## config.mk

```make
export PLATFORM = sky130hd
export DESIGN_NAME = pwm_width_period_capture_top
export DESIGN_NICKNAME = d
export VERILOG_FILES = /design/src/rtl/pwmc_pkg.sv /design/src/rtl/pwmc_step.sv /design/src/rtl/pwm_width_period_capture_top.sv
export SDC_FILE = /design/constraint.sdc
export NUM_CORES = 1
export LEC_CHECK = 0
export BUFFER_PORTS_ARGS = -buffer_cell sky130_fd_sc_hd__buf_4
export CORE_ASPECT_RATIO = 0.5
export CORE_MARGIN = 1.5
export CORE_UTILIZATION = 55
export CTS_CLUSTER_DIAMETER = 40
export DETAILED_ROUTE_END_ITERATION = 6
export HOLD_SLACK_MARGIN = 0.03
export PLACE_DENSITY = 0.75
export SETUP_SLACK_MARGIN = 0.2
export SLEW_MARGIN = 40
export SYNTH_ARGS = -nofsm -noshare
export SYNTH_HDL_FRONTEND = slang
export SYNTH_SLANG_ARGS = --single-unit
```

## constraint.sdc

```tcl
create_clock -name clock -period 7.63 [get_ports clock]
set_input_delay 0.763 -clock clock [delete_from_list [all_inputs] [get_ports clock]]
set_output_delay 0.763 -clock clock [all_outputs]
set_load 0.01 [all_outputs]
```

## src/rtl/pwmc_pkg.sv

```systemverilog
// Package: shared types and constants for pulse width and period capture.
package pwmc_pkg;

   localparam int DataWidth   = 32;
   localparam int OffsetWidth = 8;

   // Event kinds on the request channel
   typedef enum logic {
      CMD_OVERFLOW = 1'b0,
      CMD_CAPTURE  = 1'b1
   } cmd_type;

   // Configuration register indexes
   typedef enum logic {
      CSR_OVERFLOW_SPAN  = 1'b0,
      CSR_CAPTURE_OFFSET = 1'b1
   } csr_index_type;

   localparam logic [DataWidth-1:0]   SpanReset   = 32'd65535;
   localparam logic [OffsetWidth-1:0] OffsetReset = 8'd3;
   localparam logic [DataWidth-1:0]   PeriodReset = 32'd20;

   // Edge tracking flags
   typedef struct packed {
      logic high_seen;
      logic falling_seen;
   } phase_type;

   // Per-item status bits
   typedef struct packed {
      logic width_updated;
      logic period_updated;
      logic timed_out;
      logic restart_counter;
   } status_type;

endpackage

```

## src/rtl/pwmc_step.sv

```systemverilog
// Next-state and result logic for one timer event.
module pwmc_step #(
   parameter int OVERFLOW_BITS = 6
) (
   input  pwmc_pkg::cmd_type                   cmd,
   input  logic [pwmc_pkg::DataWidth-1:0]      capture_count,
   input  logic [pwmc_pkg::DataWidth-1:0]      overflow_span,
   input  logic [pwmc_pkg::OffsetWidth-1:0]    capture_offset,
   input  logic [OVERFLOW_BITS-1:0]            ovf_cnt,
   input  pwmc_pkg::phase_type                 phase,
   input  logic [pwmc_pkg::DataWidth-1:0]      width_cur,
   input  logic [pwmc_pkg::DataWidth-1:0]      period_cur,
   output logic [OVERFLOW_BITS-1:0]            ovf_cnt_next,
   output pwmc_pkg::phase_type                 phase_next,
   output logic [pwmc_pkg::DataWidth-1:0]      width_next,
   output logic [pwmc_pkg::DataWidth-1:0]      period_next,
   output pwmc_pkg::status_type                status
);
   import pwmc_pkg::*;

   localparam int ProdWidth = OVERFLOW_BITS + DataWidth;

   logic [ProdWidth-1:0] product;
   logic [ProdWidth-1:0] span_shifted;
   logic [DataWidth-1:0] measured;
   logic [DataWidth-1:0] timeout_period;
   logic                 ovf_at_max;

   assign product = {{OVERFLOW_BITS{1'b0}}, overflow_span}
                  * {{DataWidth{1'b0}}, ovf_cnt};
   assign measured = product[DataWidth-1:0] + capture_count
                   + {{(DataWidth-OffsetWidth){1'b0}}, capture_offset};

   // max count times span = (span << bits) - span
   assign span_shifted   = {overflow_span, {OVERFLOW_BITS{1'b0}}};
   assign timeout_period = span_shifted[DataWidth-1:0] - overflow_span;
   assign ovf_at_max     = &ovf_cnt;

   always_comb begin
      ovf_cnt_next = ovf_cnt;
      phase_next   = phase;
      width_next   = width_cur;
      period_next  = period_cur;
      status       = '0;
      case (cmd)
         CMD_OVERFLOW: begin
            if (ovf_at_max) begin
               period_next           = timeout_period;
               ovf_cnt_next          = '0;
               phase_next            = '0;
               status.period_updated = 1'b1;
               status.timed_out      = 1'b1;
            end else begin
               ovf_cnt_next = ovf_cnt + 1'b1;
            end
         end
         CMD_CAPTURE: begin
            if (phase.high_seen) begin
               width_next              = measured;
               phase_next.high_seen    = 1'b0;
               phase_next.falling_seen = 1'b1;
               status.width_updated    = 1'b1;
            end else if (phase.falling_seen) begin
               period_next             = measured;
               ovf_cnt_next            = '0;
               phase_next.falling_seen = 1'b0;
               status.period_updated   = 1'b1;
            end else begin
               ovf_cnt_next           = '0;
               phase_next.high_seen   = 1'b1;
               status.restart_counter = 1'b1;
            end
         end
         default: begin
            ovf_cnt_next = ovf_cnt;
         end
      endcase
   end

endmodule

```

## src/rtl/pwm_width_period_capture_top.sv

```systemverilog
// Top level: pulse high width and period capture from timer events.
//
//   channel | direction | handshake             | payload
//   req     | in        | req_valid/req_ready   | req_cmd, req_capture_count
//   rsp     | out       | rsp_valid/rsp_ready   | width, period, status bits
//   csr     | in        | csr_valid/csr_ready   | csr_index, csr_data
//
// One item per cycle sustained while rsp is not stalled; an item passes the
// input register, then the multiply-add stage into the result register,
// which also updates the measurement state, and then shows on rsp.
// Synchronous active-high reset clears both valids, the overflow count, phase
// and width, and loads the reset span, offset and period. A stalled rsp holds
// its item; req stays ready while the input stage is empty or can move on.
module pwm_width_period_capture_top #(
   parameter int OVERFLOW_BITS = 6
) (
   input  logic                                clock,
   input  logic                                reset,
   input  logic                                req_valid,
   output logic                                req_ready,
   input  logic                                req_cmd,
   input  logic [pwmc_pkg::DataWidth-1:0]      req_capture_count,
   output logic                                rsp_valid,
   input  logic                                rsp_ready,
   output logic [pwmc_pkg::DataWidth-1:0]      rsp_pulse_width,
   output logic [pwmc_pkg::DataWidth-1:0]      rsp_pulse_period,
   output logic                                rsp_width_updated,
   output logic                                rsp_period_updated,
   output logic                                rsp_timed_out,
   output logic                                rsp_restart_counter,
   output logic                                rsp_watch_falling,
   input  logic                                csr_valid,
   output logic                                csr_ready,
   input  logic                                csr_index,
   input  logic [pwmc_pkg::DataWidth-1:0]      csr_data
);
   import pwmc_pkg::*;

   // configuration
   logic [DataWidth-1:0]   span_ff;
   logic [OffsetWidth-1:0] offset_ff;

   // input stage
   logic                 in_valid_ff;
   cmd_type              in_cmd_ff;
   logic [DataWidth-1:0] in_count_ff;

   // measurement state
   logic [OVERFLOW_BITS-1:0] ovf_cnt_ff;
   phase_type                phase_ff;
   logic [DataWidth-1:0]     width_ff;
   logic [DataWidth-1:0]     period_ff;

   // result stage
   logic                 out_valid_ff;
   status_type           out_status_ff;
   logic                 out_watch_ff;

   logic [OVERFLOW_BITS-1:0] ovf_cnt_in;
   phase_type                phase_in;
   logic [DataWidth-1:0]     width_in;
   logic [DataWidth-1:0]     period_in;
   status_type               status_in;
   logic                     step_fire;
   logic                     req_fire;

   assign step_fire = in_valid_ff && (!out_valid_ff || rsp_ready);
   assign req_ready = !in_valid_ff || step_fire;
   assign req_fire  = req_valid && req_ready;
   assign csr_ready = 1'b1;

   pwmc_step #(
      .OVERFLOW_BITS (OVERFLOW_BITS)
   ) u_step (
      .cmd            (in_cmd_ff),
      .capture_count  (in_count_ff),
      .overflow_span  (span_ff),
      .capture_offset (offset_ff),
      .ovf_cnt        (ovf_cnt_ff),
      .phase          (phase_ff),
      .width_cur      (width_ff),
      .period_cur     (period_ff),
      .ovf_cnt_next   (ovf_cnt_in),
      .phase_next     (phase_in),
      .width_next     (width_in),
      .period_next    (period_in),
      .status         (status_in)
   );

   always_ff @(posedge clock) begin
      if (reset) begin
         span_ff   <= SpanReset;
         offset_ff <= OffsetReset;
      end else if (csr_valid && csr_ready) begin
         unique case (csr_index_type'(csr_index))
            CSR_OVERFLOW_SPAN:  span_ff   <= csr_data;
            CSR_CAPTURE_OFFSET: offset_ff <= csr_data[OffsetWidth-1:0];
            default:            span_ff   <= span_ff;
         endcase
      end
   end

   always_ff @(posedge clock) begin
      if (reset) begin
         in_valid_ff <= 1'b0;
      end else if (req_ready) begin
         in_valid_ff <= req_valid;
      end
      if (req_fire) begin
         in_cmd_ff   <= cmd_type'(req_cmd);
         in_count_ff <= req_capture_count;
      end
   end

   always_ff @(posedge clock) begin
      if (reset) begin
         ovf_cnt_ff <= '0;
         phase_ff   <= '0;
         width_ff   <= '0;
         period_ff  <= PeriodReset;
      end else if (step_fire) begin
         ovf_cnt_ff <= ovf_cnt_in;
         phase_ff   <= phase_in;
         width_ff   <= width_in;
         period_ff  <= period_in;
      end
   end

   always_ff @(posedge clock) begin
      if (reset) begin
         out_valid_ff <= 1'b0;
      end else if (step_fire) begin
         out_valid_ff <= 1'b1;
      end else if (rsp_ready) begin
         out_valid_ff <= 1'b0;
      end
      if (step_fire) begin
         out_status_ff <= status_in;
         out_watch_ff  <= phase_in.high_seen;
      end
   end

   // width/period registers double as the result payload
   assign rsp_valid           = out_valid_ff;
   assign rsp_pulse_width     = width_ff;
   assign rsp_pulse_period    = period_ff;
   assign rsp_width_updated   = out_status_ff.width_updated;
   assign rsp_period_updated  = out_status_ff.period_updated;
   assign rsp_timed_out       = out_status_ff.timed_out;
   assign rsp_restart_counter = out_status_ff.restart_counter;
   assign rsp_watch_falling   = out_watch_ff;

endmodule

```

==> results.txt <==
- Result of the run: completed
* Antenna violation net count after detailed routing: 0
- Pleak: 0.00720 uW
- The worst path uses 81.8% of the clock period.
- GRT Residual Overflow: 0
- Kind of path behind the tightest hold check: reg2reg
- Buffers added to address setup during post-CTS repair amount to 0.
* Data required time at the worst endpoint: 8.03 ns
- After clock tree synthesis, the flow added hold-fix buffers numbering 0.
* Clock tree from TritonCTS: done
* Fill cell instance count of the final layout: 2023
* Slew Limit Headroom: 44.5%
* Per-cell routed wire length: 19.1 microns
- The first global-routing pass estimated 61100 microns of wire.
- The worst path in the final design needs a cycle of 6.24 ns, including I/O delays and setup.
- Relative to the synthesized area, the layout overhead comes to 14.0%.
* Setup ws final: 1.39 ns
* Post-synthesis async set-or-reset flop share: 0%
- For the pin with the worst max-slew slack, the measured transition is 0.831 ns.
* Initial core utilization: 56.5%
* Port-buffer cells: 141
* EDFF count, synth: 38
* Maximum ir drop on the vdd rail: 0.146 mV
- Synthesized area per cell: 8.59 sq um
* Clock latency on the worst-skew pair: 0.46 ns
- Based on the critical path, the design can be clocked at up to 160 MHz.
- Leaving out fill and tap cells, the most frequent cell in the layout is sky130_fd_sc_hd__inv_1.
- Layout Nets: 1997
* Commonest non-fill, non-tap cells in the layout: 229 x sky130_fd_sc_hd__inv_1, 220 x sky130_fd_sc_hd__nand2_1, 151 x sky130_fd_sc_hd__buf_4, 145 x sky130_fd_sc_hd__fa_1, 126 x sky130_fd_sc_hd__and2_1
- The detailed router placed 11634 vias in this run.
- Accumulated negative setup slack: 0 ns
* # clock sinks: 152
* Kind of capture point of the worst setup path: register
- Gate count of the mapped netlist: 1592
- The post-route netlist has 12.3% of its cells at a drive strength greater than 1.
- The final max-slew violation count was 0.
- DRT Pass-1 Iters: 6
- Synthesis warning total: 0
* Antenna cell count: 0
- Via count of the first global-routing pass: 11408
- Post-CTS repair changed the size of 0 cells.
- Once placement finished, the instance area stood at 0.0150 sq mm.
- Number of max-cap violations: 0
- Die extent in y: 114 microns
- With fillers left out, the area of the finished cells amounts to 0.0156 sq mm.
* Post-synthesis sequential area ratio: 25.0%
* Area of the die: 0.0259 sq mm
- Count of unique library cells instantiated by Yosys: 70
* Power density of the placed cells: 146 mW/mm^2
* Maximum number of pins on one net before global-route repair: 58
* Master cell of the clock root buffer: sky130_fd_sc_hd__clkbuf_16
- The multi-input combinational cells in the finished layout cover a total of 0.00912 sq mm.
* DR iter-0 viols: 910
- Along the worst path, the maximum fanout reaches 23.
- Startpoint types: register
* RSZ-0062 raised after global routing: no
- Once detailed placement completed, the half-perimeter wirelength came to 29800 microns.
- Setup Slack @ Placement: 1.62 ns
- I/O pin total: 143
* Crit Path Category: reg2reg
* Number of failing hold endpoints at the final stage: 0
- Clock skew: 0.0125 ns
- Maximum level of the CTS H-tree: 4
* Register bit count reported by yosys: 152
- At the end of routability-driven placement, the weighted congestion stood at 1.00.
- Synthesized net count: 1897
- Storage element area: 0.00343 sq mm
- Power comes to 2280 uW.
* Cell row count: 40
- Post-DR vias/cell: 5.70
- Top flip-flop cell by instance count after synthesis: sky130_fd_sc_hd__dfxtp_1
- After clock tree synthesis, the clock-pin slew on the worst setup and hold paths is 0.06 ns.
- From left edge to right edge, the die measures 226 microns.
* GRT Total Usage: 31.3%
* Remaining design rule violation count: 0
- The core region is 0.0242 sq mm.
* Critical Path AT: 6.64 ns
- Maximum clock path buffer count: 2
* Final WL: 39100 microns
- Clock buffers created by TritonCTS: 17
* Antenna violations before repair: 0
- Mapped cell area: 0.0137 sq mm
- Setup violations remaining at the end of the flow were counted as 0.
==> cells in the mapped netlist, drive strengths merged (22+ instances only) <==
| library cell | number | share of area [%] |
|---|---|---|
| a211oi | 31 | 1.8 |
| clkbuf | 61 | 1.7 |
| and2 | 127 | 5.8 |
| xor2 | 22 | 1.4 |
| nand2 | 221 | 6.1 |
| ha | 89 | 8.1 |
| a21oi | 118 | 4.3 |
| inv | 229 | 6.3 |
| fa | 145 | 21 |
| xnor2 | 41 | 2.6 |
| nor2 | 91 | 2.5 |
| edfxtp | 38 | 8.3 |
| o21ai | 40 | 1.6 |
| nor3 | 27 | 0.99 |
| nand3 | 22 | 0.81 |
| dfxtp | 114 | 17 |
==> sequential cells by signal (all words and copies together), names as in the netlist <==
signal,flops
rsp_watch_falling,1
rsp_pulse_width,32
rsp_timed_out,1
rsp_restart_counter,1
in_cmd_ff,1
offset_ff,8
rsp_valid,1
in_valid_ff,1
rsp_period_updated,1
phase_ff,2
ovf_cnt_ff,6
rsp_pulse_period,32
in_count_ff,32
rsp_width_updated,1
span_ff,32
==> worst max-delay path, cell delays in order, from the launching register on <==
cell and delay, ns:
sky130_fd_sc_hd__dfxtp_1 0.69, sky130_fd_sc_hd__buf_4 0.39, sky130_fd_sc_hd__nand2_1 0.12, sky130_fd_sc_hd__fa_1 0.51
sky130_fd_sc_hd__inv_1 0.06, sky130_fd_sc_hd__fa_1 0.51, sky130_fd_sc_hd__fa_1 0.50, sky130_fd_sc_hd__inv_1 0.05
sky130_fd_sc_hd__fa_1 0.48, sky130_fd_sc_hd__inv_1 0.05, sky130_fd_sc_hd__ha_1 0.35, sky130_fd_sc_hd__nand2_1 0.13
sky130_fd_sc_hd__nor4_1 0.39, sky130_fd_sc_hd__o2111ai_2 0.27, sky130_fd_sc_hd__a21oi_2 0.36, sky130_fd_sc_hd__o21ai_4 0.13
sky130_fd_sc_hd__o21ai_2 0.27, sky130_fd_sc_hd__o221ai_1 0.19, sky130_fd_sc_hd__o22ai_1 0.43, sky130_fd_sc_hd__o221a_2 0.29
==> worst paths after layout <==
kind                                     startpoint  slack (ns)  cells after the start                    to
worst max-delay path                  ovf_cnt_ff[2]        1.39                     19  rsp_pulse_period[31]
worst min-delay path            rsp_pulse_width[21]        0.45                      2   rsp_pulse_width[21]
worst max register to register        ovf_cnt_ff[2]        1.39                     19  rsp_pulse_period[31]
worst min register to register  rsp_pulse_width[21]        0.45                      2   rsp_pulse_width[21]
==> layout make-up <==
| cell class | instances | share of cell area [%] |
|---|---|---|
| multi-input combinational | 1139 | 58.5 |
| sequential | 152 | 22.0 |
| timing repair buffer | 152 | 7.37 |
| inverter | 230 | 5.55 |
| clock buffer | 22 | 2.99 |
| tap | 336 | 2.70 |
| clock inverter | 10 | 0.915 |
==> metal layers <==
layer | up-vias | wire [microns] | part of all wire [%] | track usage (%)
li1 | 5367 | - | - | -
met1 | 5735 | 16500 | 42 | 41.2
met2 | 460 | 18600 | 47 | 50.5
met3 | 72 | 2940 | 7.5 | 7.44
met4 | 0 | 1100 | 2.8 | 11.5
met5 | - | 0 | 0 | 0
==> cells by family after synthesis <==
group                    Yosys count  share of synthesized area (%)
multiplexers                       9                          0.668
AND/OR/NAND/NOR                  541                           18.8
other                              1                         0.0274
flip-flops                       152                           25.0
XOR/XNOR                          63                           4.04
adder cells (fa/ha/maj)          234                           29.4
buffers and inverters            301                           8.38
AO/OA/AOI/OAI                    291                           13.7
==> metrics by stage <==
| step | util, % | hold WS (ns) | std cells |
|---|---|---|---|
| after detailed placement | 62.0 | 0.448 | 2009 |
| after global routing | 64.5 | 0.459 | 2041 |
| after floorplan | - | 0.436 | 1592 |
| after global placement | 61.9 | 0.444 | 2008 |
| final | 64.5 | 0.454 | 2041 |
| after CTS | 64.5 | 0.454 | 2041 |
==> where the power goes <==
group / leakage, uW / total [uW] / internal (uW) / switching, uW
registers: 0.00130 / 896 / 853 / 42.1
clock network: 0.000297 / 903 / 537 / 366
logic: 0.00561 / 485 / 195 / 290
Note: power is estimated with default switching activity, not from simulation.
